==> src/design/resp_request_deframer_defines.svh <==
// ----------------------------------------------------------------------------
// Request deframer assertion macros
// Concurrent assertion wrappers; empty when SYNTH is defined.
// ----------------------------------------------------------------------------
`ifndef RESP_REQUEST_DEFRAMER_DEFINES_SVH
`define RESP_REQUEST_DEFRAMER_DEFINES_SVH

`ifndef SYNTH
// checked outside reset
`define RRD_ASSERT(lbl, clk, rst, prop) \
   lbl: assert property (@(posedge clk) disable iff (rst) prop) \
      else $error("rrd assertion failed");
// checked at every edge, reset included
`define RRD_ASSERT_ALWAYS(lbl, clk, prop) \
   lbl: assert property (@(posedge clk) prop) \
      else $error("rrd assertion failed");
`else
`define RRD_ASSERT(lbl, clk, rst, prop)
`define RRD_ASSERT_ALWAYS(lbl, clk, prop)
`endif

`endif

==> src/design/rrd_pkg.sv <==
// ----------------------------------------------------------------------------
// Request deframer package
// Shared types, character codes and widths.
// ----------------------------------------------------------------------------
package rrd_pkg;

   localparam int NUM_W = 21;
   localparam int IDX_W = 20;

   localparam logic [NUM_W-1:0] LIMIT_RESET = 21'd32768;
   localparam logic [NUM_W-1:0] NUM_ONE     = NUM_W'(1);

   localparam logic [7:0] CHAR_STAR   = 8'h2A;
   localparam logic [7:0] CHAR_DOLLAR = 8'h24;
   localparam logic [7:0] CHAR_CR     = 8'h0D;
   localparam logic [7:0] CHAR_ZERO   = 8'h30;
   localparam logic [7:0] CHAR_NINE   = 8'h39;
   localparam logic [7:0] CHAR_UP_A   = 8'h41;
   localparam logic [7:0] CHAR_UP_Z   = 8'h5A;
   localparam logic [7:0] CASE_OFFSET = 8'd32;

   typedef enum logic [3:0] {
      PH_STAR,
      PH_COUNT,
      PH_SKIP_COUNT,
      PH_DOLLAR,
      PH_LEN,
      PH_SKIP_LEN,
      PH_DATA,
      PH_TRAIL1,
      PH_TRAIL2
   } phase_type;

   typedef enum logic [1:0] {
      KIND_DATA  = 2'd0,
      KIND_END   = 2'd1,
      KIND_ERROR = 2'd2
   } kind_type;

   typedef enum logic [1:0] {
      ERR_STAR   = 2'd0,
      ERR_COUNT  = 2'd1,
      ERR_DOLLAR = 2'd2,
      ERR_LENGTH = 2'd3
   } error_type;

   typedef struct packed {
      logic digit;
      logic zero_first;
      logic invalid;
   } num_flags_type;

   typedef struct packed {
      kind_type         kind;
      logic [7:0]       data_byte;
      logic [IDX_W-1:0] arg_index;
      logic             is_name;
      logic [NUM_W-1:0] arg_length;
      logic             last;
      error_type        error_code;
   } result_type;

   // input stage <-> core handshake
   typedef struct packed {
      logic       valid;
      logic [7:0] rx_byte;
   } in_item_type;

endpackage

==> src/design/rrd_in_stage.sv <==
// ----------------------------------------------------------------------------
// Request deframer input stage
// Registers one request byte and holds it until the core takes it.
// ----------------------------------------------------------------------------
module rrd_in_stage (
   input  logic                 clock,
   input  logic                 reset,
   input  logic                 req_valid,
   output logic                 req_stall,
   input  logic [7:0]           req_rx_byte,
   input  logic                 consume,
   output rrd_pkg::in_item_type item
);

   logic       valid_ff, valid_in;
   logic [7:0] byte_ff;
   logic       accept;

   assign req_stall = valid_ff && !consume;
   assign accept    = req_valid && !req_stall;
   assign valid_in  = accept || (valid_ff && !consume);

   always_ff @(posedge clock) begin
      if (reset) begin
         valid_ff <= 1'b0;
      end else begin
         valid_ff <= valid_in;
      end
   end

   always_ff @(posedge clock) begin
      if (accept) begin
         byte_ff <= req_rx_byte;
      end
   end

   assign item.valid   = valid_ff;
   assign item.rx_byte = byte_ff;

endmodule

==> src/design/rrd_core.sv <==
// ----------------------------------------------------------------------------
// Request deframer core
// Per-byte parse state machine, number checker and limit register.
// ----------------------------------------------------------------------------
`include "resp_request_deframer_defines.svh"

module rrd_core (
   input  logic                             clock,
   input  logic                             reset,
   input  logic                             csr_valid,
   input  logic [rrd_pkg::NUM_W-1:0]        csr_length_limit,
   input  rrd_pkg::in_item_type             item,
   input  logic                             out_free,
   output logic                             consume,
   output logic                             res_valid,
   output rrd_pkg::result_type              res
);

   rrd_pkg::phase_type              phase_ff, phase_in;
   logic [rrd_pkg::NUM_W-1:0]       limit_ff;
   logic [rrd_pkg::NUM_W-1:0]       args_rem_ff, args_rem_in;
   logic [rrd_pkg::NUM_W-1:0]       bulk_rem_ff, bulk_rem_in;
   logic [rrd_pkg::NUM_W-1:0]       accum_ff, accum_in;
   rrd_pkg::num_flags_type          flags_ff, flags_in;
   logic [rrd_pkg::NUM_W-1:0]       arg_cnt_ff, arg_cnt_in;
   logic                            name_shift_ff, name_shift_in;
   logic                            halted_ff, halted_in;

   logic [7:0]                      b;
   logic                            is_digit;
   logic [3:0]                      digit_val;
   logic [rrd_pkg::NUM_W+3:0]       prod;
   rrd_pkg::num_flags_type          dig_flags;
   logic [rrd_pkg::NUM_W-1:0]       dig_accum;
   logic                            num_ok;
   logic                            is_name;
   logic                            shift_now;
   logic                            is_cr;
   logic                            has_result;
   logic [7:0]                      data_val;

   assign b         = item.rx_byte;
   assign is_cr     = (b == rrd_pkg::CHAR_CR);
   assign is_digit  = (b >= rrd_pkg::CHAR_ZERO) && (b <= rrd_pkg::CHAR_NINE);
   assign digit_val = b[3:0];
   assign prod      = ({4'd0, accum_ff} << 3) + ({4'd0, accum_ff} << 1)
                    + {{rrd_pkg::NUM_W{1'b0}}, digit_val};
   assign num_ok    = flags_ff.digit && !flags_ff.invalid;
   assign is_name   = (arg_cnt_ff == '0);
   assign shift_now = name_shift_ff
                   || (is_name && (accum_ff == bulk_rem_ff)
                       && (b >= rrd_pkg::CHAR_UP_A) && (b <= rrd_pkg::CHAR_UP_Z));
   assign data_val  = (is_name && shift_now) ? (b + rrd_pkg::CASE_OFFSET) : b;

   // digit accumulation
   always_comb begin
      dig_flags = flags_ff;
      dig_accum = accum_ff;
      if (!is_digit) begin
         dig_flags.invalid = 1'b1;
      end else if (!dig_flags.digit) begin
         dig_flags.digit      = 1'b1;
         dig_flags.zero_first = (digit_val == 4'd0);
      end else if (dig_flags.zero_first) begin
         dig_flags.invalid = 1'b1;
      end
      if (!dig_flags.invalid) begin
         if (prod > {4'd0, limit_ff}) begin
            dig_flags.invalid = 1'b1;
         end else begin
            dig_accum = prod[rrd_pkg::NUM_W-1:0];
         end
      end
   end

   // result
   always_comb begin
      has_result = 1'b0;
      res        = '0;
      if (!halted_ff) begin
         case (phase_ff)
            rrd_pkg::PH_STAR: begin
               if (b != rrd_pkg::CHAR_STAR) begin
                  has_result     = 1'b1;
                  res.kind       = rrd_pkg::KIND_ERROR;
                  res.error_code = rrd_pkg::ERR_STAR;
               end
            end
            rrd_pkg::PH_COUNT: begin
               if (is_cr && !(num_ok && accum_ff != '0)) begin
                  has_result     = 1'b1;
                  res.kind       = rrd_pkg::KIND_ERROR;
                  res.error_code = rrd_pkg::ERR_COUNT;
               end
            end
            rrd_pkg::PH_DOLLAR: begin
               if (b != rrd_pkg::CHAR_DOLLAR) begin
                  has_result     = 1'b1;
                  res.kind       = rrd_pkg::KIND_ERROR;
                  res.error_code = rrd_pkg::ERR_DOLLAR;
               end
            end
            rrd_pkg::PH_LEN: begin
               if (is_cr && !num_ok) begin
                  has_result     = 1'b1;
                  res.kind       = rrd_pkg::KIND_ERROR;
                  res.error_code = rrd_pkg::ERR_LENGTH;
               end
            end
            rrd_pkg::PH_DATA: begin
               has_result     = 1'b1;
               res.kind       = rrd_pkg::KIND_DATA;
               res.data_byte  = data_val;
               res.arg_index  = arg_cnt_ff[rrd_pkg::IDX_W-1:0];
               res.is_name    = is_name;
               res.arg_length = accum_ff;
            end
            rrd_pkg::PH_TRAIL2: begin
               has_result     = 1'b1;
               res.kind       = rrd_pkg::KIND_END;
               res.arg_index  = arg_cnt_ff[rrd_pkg::IDX_W-1:0];
               res.is_name    = is_name;
               res.arg_length = accum_ff;
               res.last       = (args_rem_ff == {{(rrd_pkg::NUM_W-1){1'b0}}, 1'b1});
            end
            default: begin
               has_result = 1'b0;
            end
         endcase
      end
   end

   assign consume   = item.valid && (!has_result || out_free);
   assign res_valid = consume && has_result;

   // next state
   always_comb begin
      phase_in      = phase_ff;
      args_rem_in   = args_rem_ff;
      bulk_rem_in   = bulk_rem_ff;
      accum_in      = accum_ff;
      flags_in      = flags_ff;
      arg_cnt_in    = arg_cnt_ff;
      name_shift_in = name_shift_ff;
      halted_in     = halted_ff;
      if (consume && !halted_ff) begin
         case (phase_ff)
            rrd_pkg::PH_STAR: begin
               if (b != rrd_pkg::CHAR_STAR) begin
                  halted_in = 1'b1;
               end else begin
                  accum_in      = '0;
                  flags_in      = '0;
                  name_shift_in = 1'b0;
                  arg_cnt_in    = '0;
                  phase_in      = rrd_pkg::PH_COUNT;
               end
            end
            rrd_pkg::PH_COUNT: begin
               if (!is_cr) begin
                  accum_in = dig_accum;
                  flags_in = dig_flags;
               end else if (!(num_ok && accum_ff != '0)) begin
                  halted_in = 1'b1;
               end else begin
                  args_rem_in = accum_ff;
                  phase_in    = rrd_pkg::PH_SKIP_COUNT;
               end
            end
            rrd_pkg::PH_SKIP_COUNT: begin
               phase_in = rrd_pkg::PH_DOLLAR;
            end
            rrd_pkg::PH_DOLLAR: begin
               if (b != rrd_pkg::CHAR_DOLLAR) begin
                  halted_in = 1'b1;
               end else begin
                  accum_in = '0;
                  flags_in = '0;
                  phase_in = rrd_pkg::PH_LEN;
               end
            end
            rrd_pkg::PH_LEN: begin
               if (!is_cr) begin
                  accum_in = dig_accum;
                  flags_in = dig_flags;
               end else if (!num_ok) begin
                  halted_in = 1'b1;
               end else begin
                  bulk_rem_in = accum_ff;
                  phase_in    = rrd_pkg::PH_SKIP_LEN;
               end
            end
            rrd_pkg::PH_SKIP_LEN: begin
               phase_in = (bulk_rem_ff != '0) ? rrd_pkg::PH_DATA : rrd_pkg::PH_TRAIL1;
            end
            rrd_pkg::PH_DATA: begin
               name_shift_in = shift_now;
               bulk_rem_in   = bulk_rem_ff - rrd_pkg::NUM_ONE;
               if (bulk_rem_in == '0) begin
                  phase_in = rrd_pkg::PH_TRAIL1;
               end
            end
            rrd_pkg::PH_TRAIL1: begin
               phase_in = rrd_pkg::PH_TRAIL2;
            end
            rrd_pkg::PH_TRAIL2: begin
               args_rem_in = args_rem_ff - rrd_pkg::NUM_ONE;
               arg_cnt_in  = arg_cnt_ff + rrd_pkg::NUM_ONE;
               phase_in    = (args_rem_in == '0) ? rrd_pkg::PH_STAR : rrd_pkg::PH_DOLLAR;
            end
            default: begin
               phase_in = rrd_pkg::PH_STAR;
            end
         endcase
      end
   end

   always_ff @(posedge clock) begin
      if (reset) begin
         phase_ff      <= rrd_pkg::PH_STAR;
         limit_ff      <= rrd_pkg::LIMIT_RESET;
         args_rem_ff   <= '0;
         bulk_rem_ff   <= '0;
         accum_ff      <= '0;
         flags_ff      <= '0;
         arg_cnt_ff    <= '0;
         name_shift_ff <= 1'b0;
         halted_ff     <= 1'b0;
      end else begin
         phase_ff      <= phase_in;
         if (csr_valid) begin
            limit_ff <= csr_length_limit;
         end
         args_rem_ff   <= args_rem_in;
         bulk_rem_ff   <= bulk_rem_in;
         accum_ff      <= accum_in;
         flags_ff      <= flags_in;
         arg_cnt_ff    <= arg_cnt_in;
         name_shift_ff <= name_shift_in;
         halted_ff     <= halted_in;
      end
   end

   `RRD_ASSERT(a_halt_sticky, clock, reset, halted_ff |=> halted_ff)
   `RRD_ASSERT_ALWAYS(a_halt_silent, clock, halted_ff |-> !res_valid)
   `RRD_ASSERT(a_err_halts, clock, reset, (res_valid && res.kind == rrd_pkg::KIND_ERROR) |=> halted_ff)
   `RRD_ASSERT(a_last_restart, clock, reset, (res_valid && res.last) |=> (phase_ff == rrd_pkg::PH_STAR))
   `RRD_ASSERT(a_data_left, clock, reset, (phase_ff == rrd_pkg::PH_DATA) |-> (bulk_rem_ff != '0))

endmodule

==> src/design/rrd_out_stage.sv <==
// ----------------------------------------------------------------------------
// Request deframer output stage
// Result register; refills while the downstream takes the current result.
// ----------------------------------------------------------------------------
module rrd_out_stage (
   input  logic                clock,
   input  logic                reset,
   input  logic                res_valid,
   input  rrd_pkg::result_type res,
   output logic                out_free,
   output logic                rsp_valid,
   input  logic                rsp_stall,
   output rrd_pkg::result_type rsp
);

   logic                valid_ff, valid_in;
   rrd_pkg::result_type rsp_ff;

   assign out_free = !valid_ff || !rsp_stall;
   assign valid_in = res_valid || (valid_ff && rsp_stall);

   always_ff @(posedge clock) begin
      if (reset) begin
         valid_ff <= 1'b0;
      end else begin
         valid_ff <= valid_in;
      end
   end

   always_ff @(posedge clock) begin
      if (res_valid) begin
         rsp_ff <= res;
      end
   end

   assign rsp_valid = valid_ff;
   assign rsp       = rsp_ff;

endmodule

==> src/design/resp_request_deframer.sv <==
// ----------------------------------------------------------------------------
// Multibulk request deframer, top level
// Takes request bytes one per cycle and emits argument bytes, argument-end
// markers and a single protocol error report.
// ----------------------------------------------------------------------------
// One request byte is accepted every clock cycle while the result side keeps
// up. A byte accepted at one edge is parsed in the next cycle and its result,
// if any, is loaded into the result register at the first edge at which that
// register is free to take it, and is presented on rsp_* from there. req_stall
// rises only when a result waits in the result register under rsp_stall and
// the byte held in the input register also makes a result. Bytes that make
// no result (markers, digits, CR, skipped bytes) pass even under rsp_stall.
// After a protocol error every byte is consumed with no result until reset.
// The length limit is written through the csr port, which is always ready;
// write it only while the block is idle.
module resp_request_deframer (
   input  logic                              clock,
   input  logic                              reset,
   input  logic                              req_valid,
   output logic                              req_stall,
   input  logic [7:0]                        req_rx_byte,
   output logic                              rsp_valid,
   input  logic                              rsp_stall,
   output logic [1:0]                        rsp_kind,
   output logic [7:0]                        rsp_data_byte,
   output logic [rrd_pkg::IDX_W-1:0]         rsp_arg_index,
   output logic                              rsp_is_name,
   output logic [rrd_pkg::NUM_W-1:0]         rsp_arg_length,
   output logic                              rsp_last,
   output logic [1:0]                        rsp_error_code,
   input  logic                              csr_valid,
   output logic                              csr_ready,
   input  logic [rrd_pkg::NUM_W-1:0]         csr_length_limit
);

   rrd_pkg::in_item_type item;
   rrd_pkg::result_type  res;
   rrd_pkg::result_type  rsp;
   logic                 consume;
   logic                 res_valid;
   logic                 out_free;

   assign csr_ready = 1'b1;

   rrd_in_stage u_in (
      .clock       (clock),
      .reset       (reset),
      .req_valid   (req_valid),
      .req_stall   (req_stall),
      .req_rx_byte (req_rx_byte),
      .consume     (consume),
      .item        (item)
   );

   rrd_core u_core (
      .clock            (clock),
      .reset            (reset),
      .csr_valid        (csr_valid && csr_ready),
      .csr_length_limit (csr_length_limit),
      .item             (item),
      .out_free         (out_free),
      .consume          (consume),
      .res_valid        (res_valid),
      .res              (res)
   );

   rrd_out_stage u_out (
      .clock     (clock),
      .reset     (reset),
      .res_valid (res_valid),
      .res       (res),
      .out_free  (out_free),
      .rsp_valid (rsp_valid),
      .rsp_stall (rsp_stall),
      .rsp       (rsp)
   );

   assign rsp_kind       = rsp.kind;
   assign rsp_data_byte  = rsp.data_byte;
   assign rsp_arg_index  = rsp.arg_index;
   assign rsp_is_name    = rsp.is_name;
   assign rsp_arg_length = rsp.arg_length;
   assign rsp_last       = rsp.last;
   assign rsp_error_code = rsp.error_code;

endmodule

==> config.mk <==
export PLATFORM = sky130hd
export DESIGN_NAME = resp_request_deframer
export DESIGN_NICKNAME = d
export VERILOG_FILES = /design/src/design/rrd_pkg.sv /design/src/design/rrd_in_stage.sv /design/src/design/rrd_core.sv /design/src/design/rrd_out_stage.sv /design/src/design/resp_request_deframer.sv
export VERILOG_INCLUDE_DIRS = /design/src /design/src/design
export SDC_FILE = /design/constraint.sdc
export NUM_CORES = 1
export LEC_CHECK = 0
export BUFFER_PORTS_ARGS = -buffer_cell sky130_fd_sc_hd__buf_2
export CORE_MARGIN = 2
export CORE_UTILIZATION = 55
export DETAILED_ROUTE_END_ITERATION = 8
export PLACE_DENSITY = 0.88
export SETUP_SLACK_MARGIN = 0.2
export SLEW_MARGIN = 10
export SYNTH_ARGS = -nofsm -noshare
export SYNTH_HDL_FRONTEND = slang
export SYNTH_SLANG_ARGS = --single-unit
==> constraint.sdc <==
create_clock -name clock -period 4.9 [get_ports clock]
set_input_delay 0 -clock clock [delete_from_list [all_inputs] [get_ports clock]]
set_output_delay 0 -clock clock [all_outputs]
set_load 0.02 [all_outputs]
# Yosys cells after proc, flatten, opt, wreduce, memory -nomap -nowiden
# Cells that the tools add are included.
[word_totals]
mem_count = 0
ram_bits = 0
latchBits = 0
out_inout_bits = 58
romBits = 0
reg_bits = 179
elab_cells = 179
[op_classes]
n_eq_ne = 29
n_shift = 0
bitwise_logic = 3
addsub = 6
multipliers = 0
mux = 58
reduce_logical = 57
div = 0
magnitude_cmp = 5
[ops]
columns = ["operator", "count"]
rows = [
  ["$mux 21", 9],
  ["$pmux 21 s2", 3],
  ["$logic_not 21->1", 3],
  ["$pmux 21 s3", 1],
  ["$reduce_bool 21->1", 2],
  ["$sub 21x1->21 const B", 2],
  ["$pmux 4 s9", 1],
  ["$mux 4", 7],
  ["$add 24x22->25", 1],
  ["$add 25x4->25", 1],
  ["$gt 25x21->1", 1],
  ["$add 21x1->21 const B", 1],
  ["$eq 21x1->1 const B", 1],
  ["$eq 21x21->1", 1],
  ["$mux 1", 20],
  ["$eq 4x3->1 const B", 4],
  ["$ne 2x1->1 const B", 8],
  ["$ne 2x2->1 const B", 8],
  ["$ne 8x6->1 const B", 2],
  ["$reduce_and 8->1", 2],
  ["$logic_and 1x1->1", 15],
  ["$mux 2", 7],
  ["$reduce_and 7->1", 2],
  ["$pmux 2 s5", 1],
  ["other kinds (28)", 55],
]

# Depth between registers and ports, before layout
# Gate-level depths: netlist of the first run.
[depth]
ltp_word = 16
ltp_mapped = 23
mapped_depth_nobuf = 21

# By module
# From an unflattened synthesis of the first run, not the netlist that was laid out.
[hier_totals]
cells_unflattened = 1329
hier_area_um2 = 11250.8
[by_module_without_submodules]
columns = ["module", "area_per_inst_um2", "n_inst", "cells_per_inst"]
rows = [
  ["rrd_core", 9257.6, 1, 1255],
  ["rrd_out_stage", 1684.1, 1, 59],
  ["rrd_in_stage", 297.8, 1, 13],
  ["resp_request_deframer", 11.3, 1, 2],
]

# Worst setup path before layout of the first run
# OpenSTA, ideal clock, no wires.
[synth_timing]
path_kind = "flip-flop to flip-flop"
start = "register u_core.accum_ff[0] (netlist bit)"
end = "register u_core.accum_ff[10] (netlist bit)"
path_stages_with_launch = 24
setup_ns = 0.142
required_ns = 4.758
arrival_ns = 5.172
slack_ns = -0.413
n_path_buf = 2
cell_sequence = "dfxtp_1 -> clkbuf_1 -> inv_1 -> fa_1 -> inv_1 -> fa_1 -> a21o_1 -> a221oi_1 -> o211a_1 -> o31ai_1 -> or2_1 -> a21oi_1 -> xnor2_1 -> ha_1 -> a21oi_1 -> o21ai_0 -> a2111oi_0 -> o21ai_0 -> o21ai_0 -> nand4_1 -> a311oi_1 -> nand4_1 -> buf_1 -> mux2i_1"
[synth_via]
elab_chain_len = 12
[synth_rtl]
columns = ["element", "line_no", "source"]
rows = [
  ["start: declaration", "rrd_core.sv:23", "logic [rrd_pkg::NUM_W-1:0] accum_ff, accum_in;"],
  ["start signal: assignment", "rrd_core.sv:236", "accum_ff <= accum_in;"],
  ["branches (longest 12 deep; another with $add 24x22->25)", "-", ""],
]
# Parallel ways; which one is timed is not known. The select of a mux whose other input is x is not followed.
# A chain may end at the register's enable or synchronous reset.

# Final worst setup path of the first run
[layout_timing]
start = "register u_core.accum_ff[0] (netlist bit)"
end = "register u_core.accum_ff[2] (netlist bit)"
# The elaborated chain is that of the path after synthesis.

==> results.toml, run 1 <==
[status]
status = "finished with violations"
violations = "negative setup slack"

[hold_path]
hp-class = "input port to register"

[sta]
timing.fmax_ghz = 0.1935
rsz0062_at_grt = "yes"
finalSetupViolCount = 22
fin_ws_ps = -267.6
clock_skew_ps = 10.28
drv_slew = 0
hold_ws_ps = 81.02
fin_crit_sh_pct = 105.5
slew_headroom_pct = 23.54
hold_viol = 0
min_period_ps = 5168
tightestPinTransition_ps = 1143

[clocking]
clk_path_buf_depth = 2
cts_made_buffers = 17
path_clk_slew_ps = 70
cts_tree = "done"
cts-root-buf = "clkbuf_16"
cts_num_sinks = 179
cts_max_level = 4
worstSkewPairLatency_ps = 450

[power]
power_leakage_nw = 5.304
finalPower_w = 0.003217
peakVddDrop_mv = 0.2265
p_per_area_nw_per_um2 = 251.3

[routing]
drtIter0Drc = 1539
viasPerCell = 6.300
dr.pass1.iters = 8
wl_per_cell_um = 19.50
detail-route-antenna-nets = 0
routed-via-count = 10500
drc_errors = 0
routed_wl_um = 32490

[place]
portBuffers = 90
hpwl_um = 21250
gp_congestion = 0.9440
dp_cells = 1597

[global_routing]
grt_antenna_before_repair = 0
grt_pass1_wl_um = 50440
grt_max_degree = 62
grt_pass1_vias = 9932
grt.overflow.total = 0
grt_use_total_pct = 29.61

[setup_path]
critPathSlowestCell = "fa_1"
startpoint_type = "register"
rrSetupSlack_ps = -270
path_class = "register to register"
reg2reg_from = "u_core.accum_ff[0]$_SDFFE_PP0P_"
required_ps = 5240
endpoint = "u_core.accum_ff[2]$_SDFFE_PP0P_"
startpoint = "u_core.accum_ff[0]$_SDFFE_PP0P_"
cpPeakStageDelay_ps = 560
path_depth = 22
crit_family = "compound AO/OA/AOI/OAI gates"
cp-end-kind = "register"
path_buf_inv = 3
r2r_end = "u_core.accum_ff[2]$_SDFFE_PP0P_"
worstPathArrival_ps = 5510
crit_chain = "inv_2 > fa_1 > inv_2 > fa_2 > a21o_1 > a221oi_2 > o211a_1 > o31ai_2 > or2_1 > a21oi_2 > xnor2_2 > ha_1 > a21oi_2 > o21ai_2 > a2111oi_2 > o21ai_1 > o21ai_2 > nand4_1 > a311oi_1 > nand4_1 > buf_6 > mux2i_2"
rr_worst_depth = 22
worst-path-max-fanout = 7

[synth]
synth.top_cell.area_share_pct = 21.23
synth_flop_cell = "dfxtp_1"
synth_fp_nets = 1387
netlist_instances = 1280
async_flop_share_pct = 0
post-synth-top-area-cell = "dfxtp_1"
syn_area_um2 = 10940
ys_seq_area_share_pct = 38.53
synth_seq_cells = 179
netlist_top_cells_area = "dfxtp_1 (21%), edfxtp_1 (17%), ha_1 (8.1%)"
synth_edf_count = 63
synth_area_per_cell_um2 = 8.545
ys_types = 72
ys_warn_count = 0

[floorplanning]
ioPinCount = 92
die_h_um = 145.0
core_area_um2 = 19460
num_rows = 51
die_area_um2 = 21030
die_x_um = 145.0
start_util_pct = 56.20

[layout]
diodes = 0
fillers = 1398
nets = 1495
stdcell_count = 1666
seqCellArea_um2 = 4219
syn2layout_area_growth_pct = 17.03
multi_input_area_um2 = 6325
drive_above_1_share_pct = 14.63

[flow_run]
cap_violations = 0
==> layout by cell type, fill, tap and decap left out, types with 46 or more instances in the layout <==
cell,n
edfxtp_1,63
dfxtp_1,114
inv_1,46
ha_1,70
o21ai_0,58
a21oi_1,96
mux2i_1,56
nand2_1,158
buf_2,90
nor2_1,118
==> final cells by class <==
cell class | count | share of cell area [%]
Clock buffer | 17 | 3.323
Clock inverter | 15 | 1.486
Inverter | 49 | 1.437
Multi-Input combinational cell | 974 | 49.41
Sequential cell | 179 | 32.96
Tap cell | 265 | 2.590
Timing Repair Buffer | 167 | 8.797
==> what timing repair did <==
action | 4_1_cts | 5_1_grt
pin swaps | 15 | 12
resized for setup | 6 | 10
hold endpoints to repair | 31 | 0
cloned | 1 | 0
setup endpoints to repair | 22 | 22
hold buffers | 31 | 0
buffers inserted | 4 | 1
==> kinds of logic (layout without fill, tap and decap cells) <==
group | Yosys count | after routing | synth area share, %
XOR/XNOR | 49 | 49 | 3.924
other | 1 | 1 | 0.03428
flip-flops | 179 | 179 | 38.53
AND/OR/NAND/NOR | 520 | 520 | 23.40
AO/OA/AOI/OAI | 271 | 271 | 15.52
buffers and inverters | 127 | 248 | 4.507
adder cells (fa/ha/maj) | 73 | 73 | 8.488
multiplexers | 60 | 60 | 5.594
==> metrics by stage <==
stage | setup TNS (ps) | util [%] | worst slack (ps) | cell area (µm²)
floorplan | 0 | - | 203.2 | 10980
global placement | 0 | 60.46 | 119.9 | 11770
detailed placement | -880.8 | 60.46 | -71.66 | 11770
CTS | -123.4 | 65.50 | -37.20 | 12750
global route | -6492 | 65.77 | -355.6 | 12800
finish | -3895 | 65.77 | -267.6 | 12800
==> registers in the layout, summed over array words and instances (netlist names), 4 cells and up <==
register,count
u_core.phase_ff,4
u_core.bulk_rem_ff,21
u_core.arg_cnt_ff,21
u_core.limit_ff,21
u_in.byte_ff,8
u_out.rsp,55
u_core.accum_ff,21
u_core.args_rem_ff,21
==> where the power goes <==
group / switching, W / internal [W]
Combinational: 0.000129 / 0.0000790
Sequential: 0.0000219 / 0.00157
Clock: 0.000678 / 0.000736
==> worst register-to-register path: cells and delay by family, from the launching register on <==
| kind | cells | cell delay, ps |
|---|---|---|
| compound gates | 11 | 2130 |
| fa+ha+maj | 3 | 1290 |
| simple gates | 3 | 640 |
| flops | 1 | 360 |
| buf+inv | 3 | 350 |
| mux | 1 | 240 |
| xor+xnor | 1 | 90 |
==> per-layer routing <==
layer	GRT usage (%)	share of wire [%]	vias to the layer above
li1	-	-	4825
met1	35.72	38	4870
met2	49.07	47	634
met3	5.818	9.2	167
met4	17.72	6.3	0
met5	0	0	-
==> worst min-delay path by stage <==
stage                   startpoint                                  end  slack, ps  depth (start not counted)
floorplan           req_rx_byte[0]            u_in.byte_ff[0]$_DFFE_PP_        100                          0
global placement    req_rx_byte[0]            u_in.byte_ff[0]$_DFFE_PP_        180                          1
detailed placement  req_rx_byte[7]            u_in.byte_ff[7]$_DFFE_PP_        180                          1
CTS                          reset  u_core.bulk_rem_ff[15]$_SDFFE_PP0P_         60                          2
global route                 reset  u_core.bulk_rem_ff[15]$_SDFFE_PP0P_         80                          2
finish                       reset  u_core.bulk_rem_ff[15]$_SDFFE_PP0P_         80                          2
==> Yosys cell counts (6+ instances only) <==
master      n
o21ai_0    61
nand2_1   158
or3_1       7
mux2i_1    57
and4_1      7
o32ai_1    10
and2_1     42
nor3_1     45
nand2b_1   16
clkbuf_1   66
inv_1      49
nand3b_1    7
edfxtp_1   63
buf_1       6
o21a_1      6
and3_1     13
a21oi_1    99
o31ai_1     9
a31oi_1     6
nor2b_1    10
nor4_1     29
nor2_1    118
a211oi_1   10
o211ai_1    6
dfxtp_1   116
xnor2_1    39
nand3_1    23
a22o_1      7
ha_1       71
nand4_1    18
a21o_1     11
xor2_1     10
or4_1       6
Note: power is estimated with default switching activity, not from simulation.
==> run 2: changes to the inputs <==
CORE_UTILIZATION = 30   (was 55)
PLACE_DENSITY = 0.58   (was 0.88)
SKIP_CTS_REPAIR_TIMING = 1   (was not set)
==> results.toml, run 2 (synthesis results as in run 1) <==
[routing]
wl_per_cell_um = 17.19
drtIter0Drc = 823
detail-route-antenna-nets = 0
drc_errors = 1
routed-via-count = 9753
viasPerCell = 5.224
routed_wl_um = 32100
dr.pass1.iters = 8

[global_routing]
grt_pass1_wl_um = 50430
grt_pass1_vias = 9052
grt_use_total_pct = 16.64
grt.overflow.total = 0
grt_antenna_before_repair = 1
grt_max_degree = 41

[sta]
hold_ws_ps = 115.1
drv_slew = 0
hold_viol = 0
rsz0062_at_grt = "yes"
min_period_ps = 4957
slew_headroom_pct = 35.11
tightestPinTransition_ps = 964.4
clock_skew_ps = 14.92
finalSetupViolCount = 22
timing.fmax_ghz = 0.2017
fin_crit_sh_pct = 101.2
fin_ws_ps = -57.40

[place]
portBuffers = 90
hpwl_um = 22960
placed_area_um2 = 12070
gp_congestion = 0.8940

[power]
swShare_pct = 26.92
combPwrFrac_pct = 6.5
p_clk_share_pct = 43.9
p_int_w = 0.002345
p_seq_share_pct = 49.6
finalPower_w = 0.003209
p_sw_w = 0.0008640
p_per_area_nw_per_um2 = 245.0
peakVddDrop_mv = 0.2546
power_leakage_nw = 5.346

[floorplanning]
ioPinCount = 92
start_util_pct = 30.60
die_area_um2 = 38000
num_rows = 69
die_x_um = 194.9
die_h_um = 194.9
core_area_um2 = 35740

[layout]
nets = 1500
diodes = 0
largest_reg_flops = 55
final_cell_mix = "nand2_1 (158), nor2_1 (118), dfxtp_1 (114), a21oi_1 (98), buf_2 (90)"
drive_above_1_share_pct = 14.65
syn2layout_area_growth_pct = 19.76
finalInstanceArea_um2 = 13100
final_common_cell = "nand2_1"

[hold_path]
hp-class = "input port to register"

[setup_path]
path_class = "register to register"
crit_family = "compound AO/OA/AOI/OAI gates"
critPathSlowestCell = "fa_2"
cp-end-kind = "register"
rrSetupSlack_ps = -60
required_ps = 5230
cpPeakStageDelay_ps = 400
startpoint_type = "register"
crit_chain = "ha_1 > ha_1 > fa_2 > a21o_1 > a221oi_2 > o211a_1 > o31ai_2 > or2_1 > a21oi_2 > xnor2_2 > ha_1 > a21oi_1 > o21ai_1 > a2111oi_2 > o21ai_1 > o21ai_1 > nand4_1 > a311oi_2 > nand4_1 > buf_6 > clkbuf_16 > mux2i_1"
worst-path-max-fanout = 11
path_buf_inv = 2
worstPathArrival_ps = 5290

[clocking]
path_clk_slew_ps = 80
cts_tree = "done"
cts-root-buf = "clkbuf_16"
cts_max_level = 4
clk_path_buf_depth = 2
cts_num_sinks = 179
cts_made_buffers = 17
worstSkewPairLatency_ps = 450

[status]
status = "finished with violations"
violations = "design-rule violations, negative setup slack"

[flow_run]
cap_violations = 0
==> run 2: cell count changes in the layout (fill, tap and decap cells not counted), moves of 2 or more <==
cell	before	now
a21oi_2	3	1
a21oi_1	96	98
buf_4	43	46
o21ai_2	3	1
inv_8	3	6
o21ai_1	6	8
inv_6	4	2
==> run 2: worst register-to-register path, cell delays in order (launching register included) <==
cell,delay [ps]
edfxtp_1,390
ha_1,310
ha_1,240
fa_2,400
a21o_1,180
a221oi_2,280
o211a_1,240
o31ai_2,90
or2_1,260
a21oi_2,180
xnor2_2,140
ha_1,260
a21oi_1,120
o21ai_1,110
a2111oi_2,330
o21ai_1,110
o21ai_1,200
nand4_1,160
a311oi_2,260
nand4_1,150
buf_6,160
clkbuf_16,170
mux2i_1,120
==> run 2: path summary, 6_finish.rpt <==
path | startpoint | cells past startpoint | endpoint
worst max-delay path | u_in.byte_ff[2]$_DFFE_PP_ | 22 | u_core.accum_ff[14]$_SDFFE_PP0P_
worst min-delay path | csr_valid | 3 | u_core.limit_ff[15]$_SDFFE_PP1P_
worst max register to register | u_in.byte_ff[2]$_DFFE_PP_ | 22 | u_core.accum_ff[14]$_SDFFE_PP0P_
worst min register to register | u_core.args_rem_ff[1]$_SDFFE_PP0P_ | 2 | u_core.args_rem_ff[1]$_SDFFE_PP0P_
==> run 2: per-layer routing <==
| metal | GRT usage (%) | vias to the layer above | wire, µm |
|---|---|---|---|
| met3 | 3.019 | 38 | 1625 |
| met5 | 0 | - | 0 |
| met1 | 23.77 | 4634 | 15600 |
| li1 | - | 4809 | - |
| met4 | 4.976 | 0 | 614 |
| met2 | 25.46 | 272 | 14260 |
==> run 2: area by class of cell <==
class                   instances  area (µm²)
flip-flops and latches        179        4217
repair buffers                172        1192
clock inverters                15       173.9
well taps                     461       576.8
fillers                      3676       22640
inverters                      49       183.9
multi-input cells             974        6330
clock buffers                  17       425.4
==> run 2: power groups by stage <==
stage          sequential (W)  clock (W)  combinational [W]
3_3_place_gp          0.00163          0           0.000184
2_1_floorplan         0.00165          0          0.0000857
3_5_place_dp          0.00163          0           0.000186
4_1_cts               0.00159    0.00143           0.000187
5_1_grt               0.00160    0.00150           0.000227
6_report              0.00159    0.00141           0.000208
==> run 2: per-stage QoR <==
| step | util, % | cells | TNS (ps) | setup slack [ps] |
|---|---|---|---|---|
| 4_1_cts | 35.44 | 1830 | -602.6 | -47.55 |
| 5_1_grt | 36.65 | 1867 | -6804 | -320.4 |
| 3_3_place_gp | 33.77 | 1798 | 0 | 97.38 |
| 2_1_floorplan | - | 1280 | 0 | 203.2 |
| 6_report | 36.65 | 1867 | -864.6 | -57.40 |
| 3_5_place_dp | 33.77 | 1798 | -133.4 | -20.05 |
